$ cat config.mk
export PLATFORM = sky130hd
export DESIGN_NAME = anchored_box_placer_top
export DESIGN_NICKNAME = d
export VERILOG_FILES = /design/src/hdl/abp_pkg.sv /design/src/hdl/abp_axis.sv /design/src/hdl/abp_area.sv /design/src/hdl/anchored_box_placer_top.sv
export SDC_FILE = /design/constraint.sdc
export NUM_CORES = 2
export LEC_CHECK = 0
export BUFFER_PORTS_ARGS = -buffer_cell sky130_fd_sc_hd__buf_2
export CORE_ASPECT_RATIO = 1.5
export CORE_MARGIN = 10
export CORE_UTILIZATION = 40
export CTS_CLUSTER_DIAMETER = 100
export DETAILED_ROUTE_END_ITERATION = 10
export PLACE_DENSITY = 0.66
export SYNTH_ARGS = -nofsm -noshare
export SYNTH_HDL_FRONTEND = slang
export SYNTH_SLANG_ARGS = --single-unit
$ cat constraint.sdc
create_clock -name clk_i -period 14.4 [get_ports clk_i]
set_clock_uncertainty 0.2 [all_clocks]
set_input_delay 2.88 -clock clk_i [delete_from_list [all_inputs] [get_ports clk_i]]
set_output_delay 2.88 -clock clk_i [all_outputs]
set_load 0.02 [all_outputs]
$ cat src/hdl/abp_pkg.sv
`default_nettype none

package abp_pkg;

  localparam int unsigned CfgIdxW = 2;

  localparam logic [CfgIdxW-1:0] REG_OUTPUT_WIDTH  = 2'd0;
  localparam logic [CfgIdxW-1:0] REG_OUTPUT_HEIGHT = 2'd1;

  localparam logic [15:0] OUTPUT_WIDTH_RST  = 16'd1920;
  localparam logic [15:0] OUTPUT_HEIGHT_RST = 16'd1080;

  // zone value that selects the full output as bounds
  localparam logic [15:0] ZONE_FULL = 16'hFFFF;

  localparam int unsigned ANC_TOP    = 0;
  localparam int unsigned ANC_BOTTOM = 1;
  localparam int unsigned ANC_LEFT   = 2;
  localparam int unsigned ANC_RIGHT  = 3;

  typedef struct packed {
    logic near;
    logic far;
  } axis_ctrl_t;

  typedef struct packed {
    logic apply;
    logic top3;    // left, right, top
    logic bot3;    // left, right, bottom
    logic left3;   // left, top, bottom
    logic right3;  // right, top, bottom
  } area_upd_t;

  typedef struct packed {
    logic [31:0] x;
    logic [31:0] y;
    logic [31:0] w;
    logic [31:0] h;
  } area_t;

  // two's complement halving, truncating toward zero
  function automatic logic [31:0] half_tz(input logic [31:0] v);
    logic [31:0] n;
    n = 32'd0 - v;
    half_tz = v[31] ? (32'd0 - {1'b0, n[31:1]}) : {1'b0, v[31:1]};
  endfunction

  function automatic logic [31:0] sext16(input logic [15:0] v);
    sext16 = {{16{v[15]}}, v};
  endfunction

endpackage

`default_nettype wire

$ cat src/hdl/abp_axis.sv
`default_nettype none

module abp_axis import abp_pkg::*; (
  input  axis_ctrl_t  ctrl_i,
  input  logic [31:0] bound_pos_i,
  input  logic [31:0] bound_size_i,
  input  logic [15:0] want_i,
  input  logic [15:0] margin_near_i,
  input  logic [15:0] margin_far_i,
  output logic [31:0] pos_o,
  output logic [31:0] size_o
);

  logic [31:0] want32;
  logic [31:0] mn;
  logic [31:0] mf;
  logic [31:0] pos0;
  logic [31:0] size0;
  logic        stretch;

  assign want32  = {16'd0, want_i};
  assign mn      = sext16(margin_near_i);
  assign mf      = sext16(margin_far_i);
  assign stretch = (ctrl_i.near | ctrl_i.far) & (want_i == 16'd0);

  always_comb begin
    size0 = stretch ? bound_size_i : want32;
    if (stretch || ctrl_i.near) begin
      pos0 = bound_pos_i;
    end else if (ctrl_i.far) begin
      pos0 = bound_pos_i + (bound_size_i - want32);
    end else begin
      pos0 = bound_pos_i + (half_tz(bound_size_i) - {1'b0, want32[31:1]});
    end

    pos_o  = pos0;
    size_o = size0;
    if (ctrl_i.near && ctrl_i.far) begin
      pos_o  = pos0 + mn;
      size_o = size0 - (mn + mf);
    end else if (ctrl_i.near) begin
      pos_o = pos0 + mn;
    end else if (ctrl_i.far) begin
      pos_o = pos0 - mf;
    end
  end

endmodule

`default_nettype wire

$ cat src/hdl/abp_area.sv
`default_nettype none

module abp_area import abp_pkg::*; (
  input  logic        clk_i,
  input  logic        rst_ni,
  input  logic        en_i,
  input  logic        restart_i,
  input  logic [15:0] output_width_i,
  input  logic [15:0] output_height_i,
  input  area_upd_t   upd_i,
  input  logic [15:0] zone_i,
  input  logic [15:0] margin_up_i,
  input  logic [15:0] margin_rt_i,
  input  logic [15:0] margin_down_i,
  input  logic [15:0] margin_lf_i,
  output area_t       eff_o,
  output area_t       nxt_o
);

  area_t       usable_q;
  logic [31:0] zone32;
  logic [31:0] dz_up;
  logic [31:0] dz_down;
  logic [31:0] dz_lf;
  logic [31:0] dz_rt;

  assign zone32 = sext16(zone_i);

  always_comb begin
    if (restart_i) begin
      eff_o.x = 32'd0;
      eff_o.y = 32'd0;
      eff_o.w = {16'd0, output_width_i};
      eff_o.h = {16'd0, output_height_i};
    end else begin
      eff_o = usable_q;
    end

    dz_up   = (upd_i.apply && upd_i.top3)   ? zone32 + sext16(margin_up_i)   : 32'd0;
    dz_down = (upd_i.apply && upd_i.bot3)   ? zone32 + sext16(margin_down_i) : 32'd0;
    dz_lf   = (upd_i.apply && upd_i.left3)  ? zone32 + sext16(margin_lf_i)   : 32'd0;
    dz_rt   = (upd_i.apply && upd_i.right3) ? zone32 + sext16(margin_rt_i)   : 32'd0;

    nxt_o.x = eff_o.x + dz_lf;
    nxt_o.y = eff_o.y + dz_up;
    nxt_o.w = eff_o.w - dz_lf - dz_rt;
    nxt_o.h = eff_o.h - dz_up - dz_down;
  end

  always_ff @(posedge clk_i or negedge rst_ni) begin
    if (!rst_ni) begin
      usable_q.x <= 32'd0;
      usable_q.y <= 32'd0;
      usable_q.w <= {16'd0, OUTPUT_WIDTH_RST};
      usable_q.h <= {16'd0, OUTPUT_HEIGHT_RST};
    end else if (en_i) begin
      usable_q <= nxt_o;
    end
  end

endmodule

`default_nettype wire

$ cat src/hdl/anchored_box_placer_top.sv
`default_nettype none

// Channel  Direction  Handshake                Payload
// in       sink       in_valid_i / in_ready_o   restart_i .. margin_lf_i
// out      source     out_valid_o / out_ready_i placed_o, box_*_o, area_*_o
// cfg      sink       cfg_we_i                  cfg_index_i, cfg_data_i
//
// One request per cycle while out_ready_i is high (input register, then
// result register). The usable area register is updated in the same single
// logic pass that places the box, so back-to-back requests see it at once.
// Reset: usable area (0, 0, 1920, 1080), output size 1920 x 1080, pipe empty.
// A stalled result holds; the input register still accepts while it is empty,
// or while the result register is empty or being drained.

module anchored_box_placer_top import abp_pkg::*; (
  input  logic                clk_i,
  input  logic                rst_ni,
  input  logic                cfg_we_i,
  input  logic [CfgIdxW-1:0]  cfg_index_i,
  input  logic [15:0]         cfg_data_i,
  input  logic                in_valid_i,
  output logic                in_ready_o,
  input  logic                restart_i,
  input  logic                exclusive_pass_i,
  input  logic [3:0]          anchor_i,
  input  logic signed [15:0]  zone_i,
  input  logic [15:0]         want_width_i,
  input  logic [15:0]         want_height_i,
  input  logic signed [15:0]  margin_up_i,
  input  logic signed [15:0]  margin_rt_i,
  input  logic signed [15:0]  margin_down_i,
  input  logic signed [15:0]  margin_lf_i,
  output logic                out_valid_o,
  input  logic                out_ready_i,
  output logic                placed_o,
  output logic signed [31:0]  box_x_o,
  output logic signed [31:0]  box_y_o,
  output logic signed [31:0]  box_width_o,
  output logic signed [31:0]  box_height_o,
  output logic signed [31:0]  area_x_o,
  output logic signed [31:0]  area_y_o,
  output logic signed [31:0]  area_width_o,
  output logic signed [31:0]  area_height_o
);

  logic [15:0] output_width_q;
  logic [15:0] output_height_q;

  logic        s1_valid_q;
  logic        restart_q;
  logic        pass_q;
  logic [3:0]  anchor_q;
  logic [15:0] zone_q;
  logic [15:0] want_w_q;
  logic [15:0] want_h_q;
  logic [15:0] mu_q;
  logic [15:0] mr_q;
  logic [15:0] md_q;
  logic [15:0] ml_q;

  logic        out_valid_q;
  logic        placed_q;
  area_t       box_q;
  area_t       area_q;

  logic        s1_adv;
  logic        in_acc;
  logic        zpos;
  logic        go;
  logic        placed_d;
  area_t       eff;
  area_t       nxt;
  logic [31:0] bx, by, bw, bh;
  logic [31:0] px, py, pw, ph;
  axis_ctrl_t  hctrl;
  axis_ctrl_t  vctrl;
  area_upd_t   upd;

  // config registers
  always_ff @(posedge clk_i or negedge rst_ni) begin
    if (!rst_ni) begin
      output_width_q  <= OUTPUT_WIDTH_RST;
      output_height_q <= OUTPUT_HEIGHT_RST;
    end else if (cfg_we_i) begin
      case (cfg_index_i)
        REG_OUTPUT_WIDTH:  output_width_q  <= cfg_data_i;
        REG_OUTPUT_HEIGHT: output_height_q <= cfg_data_i;
        default: ;
      endcase
    end
  end

  assign s1_adv     = s1_valid_q & (~out_valid_q | out_ready_i);
  assign in_ready_o = ~s1_valid_q | s1_adv;
  assign in_acc     = in_valid_i & in_ready_o;

  always_ff @(posedge clk_i or negedge rst_ni) begin
    if (!rst_ni) begin
      s1_valid_q <= 1'b0;
    end else if (in_ready_o) begin
      s1_valid_q <= in_valid_i;
    end
  end

  always_ff @(posedge clk_i) begin
    if (in_acc) begin
      restart_q <= restart_i;
      pass_q    <= exclusive_pass_i;
      anchor_q  <= anchor_i;
      zone_q    <= zone_i;
      want_w_q  <= want_width_i;
      want_h_q  <= want_height_i;
      mu_q      <= margin_up_i;
      mr_q      <= margin_rt_i;
      md_q      <= margin_down_i;
      ml_q      <= margin_lf_i;
    end
  end

  assign zpos = ~zone_q[15] & (zone_q != 16'd0);
  assign go   = (pass_q == zpos);

  always_comb begin
    if (zone_q == ZONE_FULL) begin
      bx = 32'd0;
      by = 32'd0;
      bw = {16'd0, output_width_q};
      bh = {16'd0, output_height_q};
    end else begin
      bx = eff.x;
      by = eff.y;
      bw = eff.w;
      bh = eff.h;
    end
  end

  assign hctrl.near = anchor_q[ANC_LEFT];
  assign hctrl.far  = anchor_q[ANC_RIGHT];
  assign vctrl.near = anchor_q[ANC_TOP];
  assign vctrl.far  = anchor_q[ANC_BOTTOM];

  abp_axis u_axis_h (
    .ctrl_i        (hctrl),
    .bound_pos_i   (bx),
    .bound_size_i  (bw),
    .want_i        (want_w_q),
    .margin_near_i (ml_q),
    .margin_far_i  (mr_q),
    .pos_o         (px),
    .size_o        (pw)
  );

  abp_axis u_axis_v (
    .ctrl_i        (vctrl),
    .bound_pos_i   (by),
    .bound_size_i  (bh),
    .want_i        (want_h_q),
    .margin_near_i (mu_q),
    .margin_far_i  (md_q),
    .pos_o         (py),
    .size_o        (ph)
  );

  assign placed_d   = go & ~pw[31] & ~ph[31];
  assign upd.apply  = placed_d & zpos;
  assign upd.top3   = anchor_q[ANC_LEFT] & anchor_q[ANC_RIGHT] & anchor_q[ANC_TOP];
  assign upd.bot3   = anchor_q[ANC_LEFT] & anchor_q[ANC_RIGHT] & anchor_q[ANC_BOTTOM];
  assign upd.left3  = anchor_q[ANC_LEFT] & anchor_q[ANC_TOP] & anchor_q[ANC_BOTTOM];
  assign upd.right3 = anchor_q[ANC_RIGHT] & anchor_q[ANC_TOP] & anchor_q[ANC_BOTTOM];

  abp_area u_area (
    .clk_i           (clk_i),
    .rst_ni          (rst_ni),
    .en_i            (s1_adv),
    .restart_i       (restart_q),
    .output_width_i  (output_width_q),
    .output_height_i (output_height_q),
    .upd_i           (upd),
    .zone_i          (zone_q),
    .margin_up_i     (mu_q),
    .margin_rt_i     (mr_q),
    .margin_down_i   (md_q),
    .margin_lf_i     (ml_q),
    .eff_o           (eff),
    .nxt_o           (nxt)
  );

  // result register
  always_ff @(posedge clk_i or negedge rst_ni) begin
    if (!rst_ni) begin
      out_valid_q <= 1'b0;
    end else if (s1_adv) begin
      out_valid_q <= 1'b1;
    end else if (out_ready_i) begin
      out_valid_q <= 1'b0;
    end
  end

  always_ff @(posedge clk_i) begin
    if (s1_adv) begin
      placed_q <= placed_d;
      box_q.x  <= placed_d ? px : 32'd0;
      box_q.y  <= placed_d ? py : 32'd0;
      box_q.w  <= placed_d ? pw : 32'd0;
      box_q.h  <= placed_d ? ph : 32'd0;
      area_q   <= nxt;
    end
  end

  assign out_valid_o   = out_valid_q;
  assign placed_o      = placed_q;
  assign box_x_o       = box_q.x;
  assign box_y_o       = box_q.y;
  assign box_width_o   = box_q.w;
  assign box_height_o  = box_q.h;
  assign area_x_o      = area_q.x;
  assign area_y_o      = area_q.y;
  assign area_width_o  = area_q.w;
  assign area_height_o = area_q.h;

  a_skip_zero_box: assert property (@(posedge clk_i) disable iff (!rst_ni)
    out_valid_o && !placed_o |-> box_x_o == 0 && box_y_o == 0 &&
                                 box_width_o == 0 && box_height_o == 0)
    else $error("unplaced result carries a nonzero box");

  a_placed_size: assert property (@(posedge clk_i) disable iff (!rst_ni)
    out_valid_o && placed_o |-> !box_width_o[31] && !box_height_o[31])
    else $error("placed box has negative size");

  a_ready_when_empty: assert property (@(posedge clk_i) disable iff (!rst_ni)
    !out_valid_o |-> in_ready_o)
    else $error("input stalled with empty result register");

  a_no_state_on_stall: assert property (@(posedge clk_i) disable iff (!rst_ni)
    out_valid_o && !out_ready_i |=> $stable(area_x_o) && $stable(area_width_o))
    else $error("result changed while stalled");

endmodule

`default_nettype wire
# Yosys cells after proc, flatten, opt, wreduce, memory -nomap -nowiden
# Index checks and enable logic that the tools add are counted.
dict set report totals {
  wordCells 126
  inputBits 141
  ff_bits 537
}
dict set report op_classes {
  n_eq_ne 3
  addsub 30
  mux 27
  reduce_logical 15
  n_bitwise 24
}
# op n
set op_table {}
lappend op_table {{two-way mux 32 bit} 24}
lappend op_table {{adder 32 bit} 8}
lappend op_table {{subtractor 32 bit} 8}
lappend op_table {{two-way mux 128 bit} 1}
lappend op_table {{adder 16 x 16 -> 17 bit} 6}
lappend op_table {{subtractor 1 x 31 -> 32 bit, first input constant} 2}
lappend op_table {{subtractor 1 x 32 -> 32 bit, first input constant} 2}
lappend op_table {{subtractor 32 x 15 -> 32 bit} 2}
lappend op_table {{subtractor 32 x 16 -> 32 bit} 2}
lappend op_table {{logical NOT 16 bit} 2}
lappend op_table {{equality test 16 bit, second input constant} 1}
lappend op_table {{nonzero test 16 bit} 1}
lappend op_table {{bitwise AND 1 bit} 15}
lappend op_table {{logical AND 1 bit} 6}
lappend op_table {{inverter 1 bit} 5}
lappend op_table {{OR 1 bit} 4}
lappend op_table {{AND reduction 2 bit} 2}
lappend op_table {{equality test 2 x 1 -> 1 bit, second input constant} 1}
lappend op_table {{logical NOT 2 bit} 1}
lappend op_table {{logical OR 1 bit} 2}
lappend op_table {{two-way mux 1 bit} 2}
lappend op_table {{nonzero test 2 bit} 1}
lappend op_table {{equality test 1 bit} 1}

# Longest topological paths before layout
dict set report depth {
  depth_word 13
  ltp_mapped 49
  mapped_depth_nobuf 45
}

# Hierarchy
# Synthesis repeated with hierarchy kept, for this count alone.
dict set report hier_totals {
  cells_unflattened 6948
  hier_area_um2 59915.0
}
# module cells_each area_each_um2 instances
set modules_own_cells {}
lappend modules_own_cells {anchored_box_placer_top 1061 16833.6 1}
lappend modules_own_cells {abp_area 1962 16464.5 1}
lappend modules_own_cells {{abp_axis (u_axis_v)} 1977 13332.8 1}
lappend modules_own_cells {{abp_axis (u_axis_h)} 1948 13284.0 1}

# Worst setup path before layout
# OpenSTA, ideal clock, no wires.
dict set report synth_path {
  kind {in2reg}
  from {in out_ready_i}
  to {reg area_q, in the netlist area_height_o[0] (enable)}
  setup_ns 0.722
  slack_ns 2.546
  path_buffers 3
  arrival_ns 10.932
  stages 6
  path_cell_list {nand2b_1 -> nand2_1 -> inv_1 -> clkbuf_1 -> buf_1 -> clkbuf_1}
}
dict set report synth_between {
  elab_chain_len 2
}
# item line
set synth_lines {}
lappend synth_lines {{start: declaration} anchored_box_placer_top.sv:34} ;# input logic out_ready_i,
lappend synth_lines {{OR 1 bit} anchored_box_placer_top.sv:93} ;# assign s1_adv = s1_valid_q & (~out_valid_q | out_ready_i);
lappend synth_lines {{bitwise AND 1 bit} anchored_box_placer_top.sv:93}
lappend synth_lines {{net s1_adv} anchored_box_placer_top.sv:66} ;# logic s1_adv;
lappend synth_lines {{end signal: assignment} anchored_box_placer_top.sv:206} ;# area_q <= nxt;
lappend synth_lines {{end: declaration} anchored_box_placer_top.sv:64} ;# area_t area_q;
# The timed path passes the listed nets, and every way through them passes these cells.
# A chain may end at the register's enable or synchronous reset.

==> results.md <==
* Share of layout cells above drive strength 1 at 11.1%
* Clk pin slew, worst setup/hold paths at 70 ps
* Main synth FF type: edfxtp_1
* Cell taking the most area after synthesis: edfxtp_1
* Antenna-violating nets left at 0
* Synth Cell Area at 56100 um2
* Ys async rst share at 30.2%
* Seq/Total Area, Yosys at 27.3%
* Worst path slowest cell: or4_2
* Final hold violations at 0
* First-pass GRT wire length at 319000 um
* Initial antenna violation count at 13
* Fin crit share at 90.0%
* Initial Util at 40.2%
* Router iterations before antenna repair at 7
* Buffers on Ports at 399
* Worst Hold Class: reg -> reg
* Clock root cell: clkbuf_16
* Power Dens Cells at 174 nW/um2
* Die height at 479 um
* HPWL Detailed at 174000 um
* Htree depth at 2
* Crit path arrival time at 13320 ps
* Die width at 326 um
* Vias at 51300
* All-Layer GR Usage at 26.6%
* GRT Residual Overflow at 0
* Post-cts resize count at 0
* Num rows at 168
* CP Class: reg -> reg
* WL per Instance at 24.4 um
* Pleak at 28.4 nW
* Final worst slack at 1440 ps
* Routed WL at 215000 um
* Final Max Slew Viols at 0
* Most frequent cells in the layout: 741 x nand2_1, 602 x ha_1, 544 x inv_1, 526 x a21oi_1, 518 x nor2_1
* Cells after Synth at 6555
* Final Critical Period at 12960 ps
* Number of synthesized flops with an enable pin at 375
* Final Util at 44.8%
* RSZ-0062 raised after global routing: false
* Post-CTS Hold Fix Bufs at 0
* I/O pin count at 400
* Worst Path Max Fanout at 23
* Die area at 156000 um2
* Post-DP Area at 60400 um2
* Worst skew pair latency at 720 ps
* Vias in the first global route at 51600
* Status: finished, final reports clean
* Drt via density at 5.81
* Final-report setup violation count at 0
* CTS tree: done
* TNS Setup at 0 ps
* Max clock buf depth at 3
* Placer Congestion at 1.04
* Clock sink total at 537
* Pre-CTS setup slack at 1790 ps
* Worst VDD drop at 0.136 mV
* Commonest non-fill, non-tap cell in the layout: nand2_1
* Yosys warns at 0
* DRC violations left at 0
* Synth top area share at 20.1%
* Nets@finish at 7785
* Fmax at 77.2 MHz
* Design area at 62500 um2
* CTS buffer count at 61
* First-iteration detailed-routing DRC count at 3960
* Least-Margin Pin Slew at 1230 ps
* CP endpoint kind: flop
* CP required at 14760 ps
* Syn avg cell area at 8.56 um2
* Max cap viols at 0
* Yosys reg bits at 537
* Synth area leaders: edfxtp_1 20%, ha_1 13%, dfrtp_1 6.5%
* Synth cell types at 104
* Placed cell count at 8711
* Fill cell count at 13800
* Slew headroom at 17.9%
* Layout Cells excl Fill at 8829
* Largest net degree at the start of global routing at 118
* Max incr delay on CP at 1120 ps
* Post-CTS Setup Repair Bufs at 0
* P&R area growth vs syn at 11.4%
* Crit path launch type: flop
* Core box area at 140000 um2
[cells in the mapped netlist, types with 13 or more instances]
library cell / number
nand2_1: 742
ha_1: 602
inv_1: 545
a21oi_1: 526
nor2_1: 521
edfxtp_1: 375
xnor2_1: 348
o21ai_0: 269
xor2_1: 200
a21o_1: 185
a211oi_1: 165
nor3_1: 161
nand3_1: 153
clkbuf_1: 152
dfrtp_1: 146
fa_1: 138
o21bai_1: 130
nor2b_1: 121
mux2_2: 86
nand2b_1: 74
or3_1: 71
and3_1: 63
mux2i_1: 59
o211ai_1: 57
o21a_1: 56
a31oi_1: 54
nor4_1: 41
nand4_1: 34
and2_1: 30
or2_2: 28
o31ai_1: 23
a311oi_1: 22
buf_1: 20
nor3b_1: 19
a211o_1: 18
or4_1: 18
a221oi_1: 17
dfstp_2: 16
o2111ai_1: 15
a41oi_1: 14
buf_2: 13
o41ai_1: 13
[kinds of logic (layout without fill, tap and decap cells)]
kind of cell	count (synthesis)	count (layout)	share of synthesized area, %
xor+xnor	550	550	8.64
flops	537	537	27.3
other cells	1	5	0.00668
mux	156	156	3.10
buf+inv	741	1141	5.06
simple gates	2112	2112	17.6
fa+ha+maj	740	740	18.4
compound gates	1718	1718	19.9
[worst paths after layout]
kind,slack (ps),from,end,depth (start not counted)
worst max-delay path,1440,zone_q[1],u_area.usable_q[29],35
worst min-delay path,270,u_area.usable_q[40],u_area.usable_q[40],2
worst max register to register,1440,zone_q[1],u_area.usable_q[29],35
worst min register to register,270,u_area.usable_q[40],u_area.usable_q[40],2
max in group asynchronous,10690,rst_ni,u_area.usable_q[101],2
min in group asynchronous,1920,rst_ni,u_area.usable_q[123],1
[sequential cells by signal, indices dropped and copies added (netlist names), 4 cells and up]
signal,flops
box_x_o,32
want_h_q,16
output_height_q,16
area_x_o,32
anchor_q,4
box_y_o,32
ml_q,16
md_q,16
box_height_o,32
zone_q,16
area_width_o,32
output_width_q,16
area_height_o,32
u_area.usable_q,128
mr_q,16
area_y_o,32
box_width_o,32
want_w_q,16
mu_q,16
[worst max-delay path: cells and delay by family (launching register included)]
kind / cells / cell delay (ps)
compound gates: 18 / 5930
xor+xnor: 2 / 470
fa+ha+maj: 3 / 1090
buf+inv: 4 / 880
flops: 1 / 700
mux: 1 / 270
simple gates: 7 / 3220
[through the flow]
step	power, mW	hold WS [ps]
after floorplan	7.18	246
after global placement	8.97	256
after detailed placement	9.03	259
after CTS	10.8	270
after global routing	11.6	299
final	10.8	269
[power breakdown]
group | switching, mW | internal, mW | leakage, nW
Sequential | 0.341 | 2.05 | 5.71
Combinational | 4.13 | 2.63 | 21.6
Clock | 0.751 | 0.944 | 1.02
Total | 5.22 | 5.62 | 28.4
[routing by layer]
| layer | up-vias | wire (um) | GRT usage, % | part of all wire [%] |
|---|---|---|---|---|
| met2 | 1903 | 106000 | 47.7 | 49 |
| met1 | 24700 | 80100 | 29.4 | 37 |
| li1 | 24200 | - | - | - |
| met5 | - | 0 | 0 | 0 |
| met4 | 0 | 16700 | 17.8 | 7.7 |
| met3 | 512 | 12100 | 3.05 | 5.6 |
[area by class of cell]
type / count / area (um2) / area share (%)
multi-input cells: 5278 / 38000 / 60.9
flip-flops and latches: 537 / 15300 / 24.5
repair buffers: 476 / 2600 / 4.16
well taps: 1870 / 2340 / 3.75
inverters: 550 / 2080 / 3.32
clock buffers: 75 / 1640 / 2.63
clock inverters: 40 / 457 / 0.731
diodes: 3 / 7.51 / 0.0120
No activity file was read; power rests on OpenSTA's default activity.
